===== config.mk =====
export PLATFORM = sky130hd
export DESIGN_NAME = pktc_slot_ram
export DESIGN_NICKNAME = d
export VERILOG_FILES = /design/src/sv/pktc_slot_ram.sv
export SDC_FILE = /design/constraint.sdc
export NUM_CORES = 2
export LEC_CHECK = 0
export BUFFER_PORTS_ARGS = -buffer_cell sky130_fd_sc_hd__buf_2
export CAP_MARGIN = 20
export CORE_ASPECT_RATIO = 0.6
export CORE_UTILIZATION = 39
export CTS_BUF_LIST = sky130_fd_sc_hd__clkbuf_2
export DETAILED_ROUTE_END_ITERATION = 16
export GPL_ROUTABILITY_DRIVEN = 1
export PLACE_DENSITY = 0.61
export SETUP_SLACK_MARGIN = 0.1
export SLEW_MARGIN = 20
export SYNTH_ARGS = -nofsm -noshare
export SYNTH_HDL_FRONTEND = slang
export SYNTH_SLANG_ARGS = --single-unit

===== constraint.sdc =====
create_clock -name clk -period 3.9 [get_ports clk]
set_input_delay 0.78 -clock clk [delete_from_list [all_inputs] [get_ports clk]]
set_output_delay 0.78 -clock clk [all_outputs]
set_load 0.02 [all_outputs]

===== src/sv/pktc_slot_ram.sv =====
// ----------------------------------------------------------------------------
// pktc_slot_ram: slot storage
// Single-port-write, one-read synchronous RAM with registered read data.
// ----------------------------------------------------------------------------
module pktc_slot_ram #(
  parameter int DEPTH  = 64,
  parameter int ADDR_W = 6,
  parameter int DATA_W = 32
) (
  input  logic              clk,
  input  logic              we,
  input  logic [ADDR_W-1:0] waddr,
  input  logic [DATA_W-1:0] wdata,
  input  logic [ADDR_W-1:0] raddr,
  output logic [DATA_W-1:0] rdata
);

  logic [DATA_W-1:0] mem [DEPTH];

  always_ff @(posedge clk) begin
    if (we) begin
      mem[waddr] <= wdata;
    end
    rdata <= mem[raddr];
  end

endmodule

==> metrics list <==
- Status: completed
* Largest buffer count on any clock path: 4
- Post-route worst hold slack: 172.2 ps
- In the finished design, the share of the clock period the worst path needs comes to 0.8654.
- Counting every sink on the clock net gives 2080.
* Via-to-Cell Ratio: 5.723
* Required time at the worst-slack endpoint: 3120 ps
- Number of max-slew violations in the final report: 0
- Count of input and output buffers: 77
- Category of cells accounting for the largest share of critical-path delay: flip-flops
* Total core area: 199900 um2
* Wirelength per Cell: 31.97 um
- In this run the number of cells on the critical path is 1.
- Synthesis Warnings: 0
* Syn_area_per_cell: 23.62 um2
- Buffers added to address setup during post-CTS repair amount to 0.
- CP max stage delay: 760 ps
- Of the synthesized area, sequential elements account for 0.7914.
- The finished cells cover 88910 um2.
- Count of pins on the block boundary: 78
- For the pin with the worst max-slew slack, the measured transition is 1157 ps.
- The floorplan has 127 rows.
- Multi-input combinational cell area: 15980 um2
- Largest vdd supply drop: 239.6 uV
* Critical-path cell list: buf_2
- The number of clock buffers added by TritonCTS is 439.
* Worst endpoint data arrival time: 2600 ps
- Fill cell total of the finished layout: 17030
- The analysis attributes to cell leakage a power of 0.02842 uW.
* Cell chosen for the clock root: sky130_fd_sc_hd__clkbuf_2
* Final hold vios: 0
- Final period demand of the worst path: 3375 ps
* Vertical die dimension: 349.6 um
* Max Clock Skew: 133.9 ps
- Once layout is complete, the utilization of the core stands at 0.4448.
* Congestion Overflow GR: 0
* Most common cell after layout, fill and taps aside: sky130_fd_sc_hd__edfxtp_1
- For this configuration, the core starts out at a cell density of 0.3928.
- The worst register-to-register path has a depth of 4.
- Once routing completed, OpenROAD measured the worst setup slack at 524.8 ps.
- Via count of the first global-routing pass: 39430
- Net count after synthesis: 3370
* CTS tree: yes
* Total number of H-tree levels: 5
- First-pass GRT wire length: 308200 um
- Across every metal layer, demand over resource in global routing totals 0.2172.
- Top library cells by usage in the layout, fill and taps aside: sky130_fd_sc_hd__edfxtp_1 (2048), sky130_fd_sc_hd__clkbuf_2 (663), sky130_fd_sc_hd__mux4_2 (544)
- Crit path buf inv count: 1
- Kind of launch point of the worst setup path: flop
- Die Width: 581.3 um
- Resized Gates After CTS: 0
* Clk Latency, worst-skew pair: 1620 ps
- Registers take 62140 um2.
- Initial antenna violation count: 24
- Vias: 39840
- Adding up every negative setup slack in the final design gives 0 ps.
* RSZ-0062 raised after global routing: false
* Total Wirelength: 222600 um
- Number of standard cells after synthesis: 3324
* Largest net degree at the start of global routing: 65
- Detailed Place HPWL: 131700 um
- Fraction of final layout cells with drive strength greater than 1: 0.3820
- Headroom to the max-slew limit came out at 0.2284.
- In this run the worst path has a maximum fanout of 2.
- Critical-path top delay cell: sky130_fd_sc_hd__dfxtp_1
- Count of nets left with antenna violations after detail routing: 0
- Power spread over the standard cell area amounts to 455.7 nW/um2.
- For this run, design rule violations remaining after detail routing come to 0.
* Worst Setup Slack post-DPL: 95.26 ps
- Critical path endpoint category: output pin
- The tightest min-delay check is of the in2reg type.
* Worst-path clk slew: 120 ps
- Setup violations remaining at the end of the flow were counted as 0.
- Detailed Routing Iterations Pass 1: 5
- The critical path in this run is classified as reg2out.
* Last weighted congestion value of the routability-driven placer: 0.8337
- Post-synthesis to final-layout area growth: 13.24%
- Highest Clock Rate: 296.3 MHz
- Counting flops and latches in the post-synthesis netlist gives 2080.
- The worst hold path passes through 5 cells.
- Placement-stage cell area: 84560 um2
* # nets final: 4015
- Detailed router's first-iteration violation count: 5546
* Area of the die: 203200 um2
- Synthesis instantiated 34 different standard cells from the library.
- Max Cap Violations: 0
* Cell area after synthesis: 78520 um2
worst paths after layout:
check                             start           endpoint  slack [ps]
setup / recovery      rdata[25]$_DFF_P_          rdata[25]         520
hold / removal                 raddr[5]   rdata[5]$_DFF_P_         170
setup reg to reg   mem[58][3]$_DFFE_PP_   rdata[3]$_DFF_P_        1630
hold reg to reg   mem[28][20]$_DFFE_PP_  rdata[20]$_DFF_P_         780
cell usage after synthesis:
library cell	n	area (um2)
sky130_fd_sc_hd__o22ai_1	84	525.5
sky130_fd_sc_hd__a22oi_1	12	90.09
sky130_fd_sc_hd__nand3b_1	5	37.54
sky130_fd_sc_hd__and2_1	2	12.51
sky130_fd_sc_hd__mux2i_1	93	930.9
sky130_fd_sc_hd__or3_1	3	18.77
sky130_fd_sc_hd__nor2_1	137	514.2
sky130_fd_sc_hd__or2_2	1	6.260
sky130_fd_sc_hd__nand4_1	2	12.51
sky130_fd_sc_hd__mux4_2	544	12250
sky130_fd_sc_hd__clkbuf_1	74	277.8
sky130_fd_sc_hd__nor3_1	7	35.03
sky130_fd_sc_hd__or3b_1	2	17.52
sky130_fd_sc_hd__or2_1	1	6.260
sky130_fd_sc_hd__buf_6	5	56.30
sky130_fd_sc_hd__o221ai_1	27	236.5
sky130_fd_sc_hd__a31oi_1	1	6.260
sky130_fd_sc_hd__nand2_1	26	97.59
sky130_fd_sc_hd__nand4b_1	1	8.760
sky130_fd_sc_hd__nor2b_1	15	93.84
sky130_fd_sc_hd__a41o_1	4	40.04
sky130_fd_sc_hd__buf_4	25	187.7
sky130_fd_sc_hd__and3_1	4	25.02
sky130_fd_sc_hd__dfxtp_1	32	640.6
sky130_fd_sc_hd__edfxtp_1	2048	61500
sky130_fd_sc_hd__a311oi_1	8	70.07
sky130_fd_sc_hd__or3b_2	3	26.28
sky130_fd_sc_hd__or2_0	1	6.260
sky130_fd_sc_hd__buf_2	57	285.3
sky130_fd_sc_hd__a21oi_1	62	310.3
sky130_fd_sc_hd__o32ai_1	4	35.03
sky130_fd_sc_hd__nand3_1	5	25.02
sky130_fd_sc_hd__nand2b_1	8	50.05
sky130_fd_sc_hd__buf_1	21	78.83
stage by stage:
| stage | power (uW) | cells |
|---|---|---|
| finish | 40520 | 6962 |
| floorplan | 26530 | 3324 |
| global placement | 27910 | 6127 |
| CTS | 40850 | 6949 |
| detailed placement | 27930 | 6128 |
| global route | 41990 | 6956 |
per-layer routing:
metal	part of all wire	track usage	vias up
met1	0.44	0.3396	21200
met3	0.13	0.06442	298
met2	0.42	0.2966	2490
met5	0.00022	0	-
met4	0.019	0.04965	8
li1	-	-	15850
area by class of cell:
class,count,area share
clock buffers,663,0.03732
multi-input cells,1062,0.1798
well taps,2644,0.03721
diodes,12,0.0003377
clock inverters,115,0.006065
repair buffers,386,0.04040
flip-flops and latches,2080,0.6989
what timing repair did:
| action | 4_1_cts | 5_1_grt |
|---|---|---|
| hold buffers | 43 | 0 |
| setup endpoints to repair | 0 | 0 |
| hold endpoints to repair | 1579 | 0 |
state kept, by name, summed over array words and instances (netlist names):
register	cells
rdata	32
mem	2048
logic make-up (layout without fill, tap and decap cells):
group	Yosys count	after routing	share of synthesized area
flip-flops	2080	2080	0.7914
buffers and inverters	182	1164	0.01128
AO/OA/AOI/OAI	202	202	0.01673
multiplexers	637	637	0.1679
other	0	12	0
AND/OR/NAND/NOR	223	223	0.01265
power by group:
part	internal (uW)	total (uW)	leakage [uW]	switching [uW]
Sequential	24700	24800	0.0187	120
Combinational	963	2640	0.00670	1680
Clock	4690	13000	0.00302	8360
Note: power is estimated with default switching activity, not from simulation.
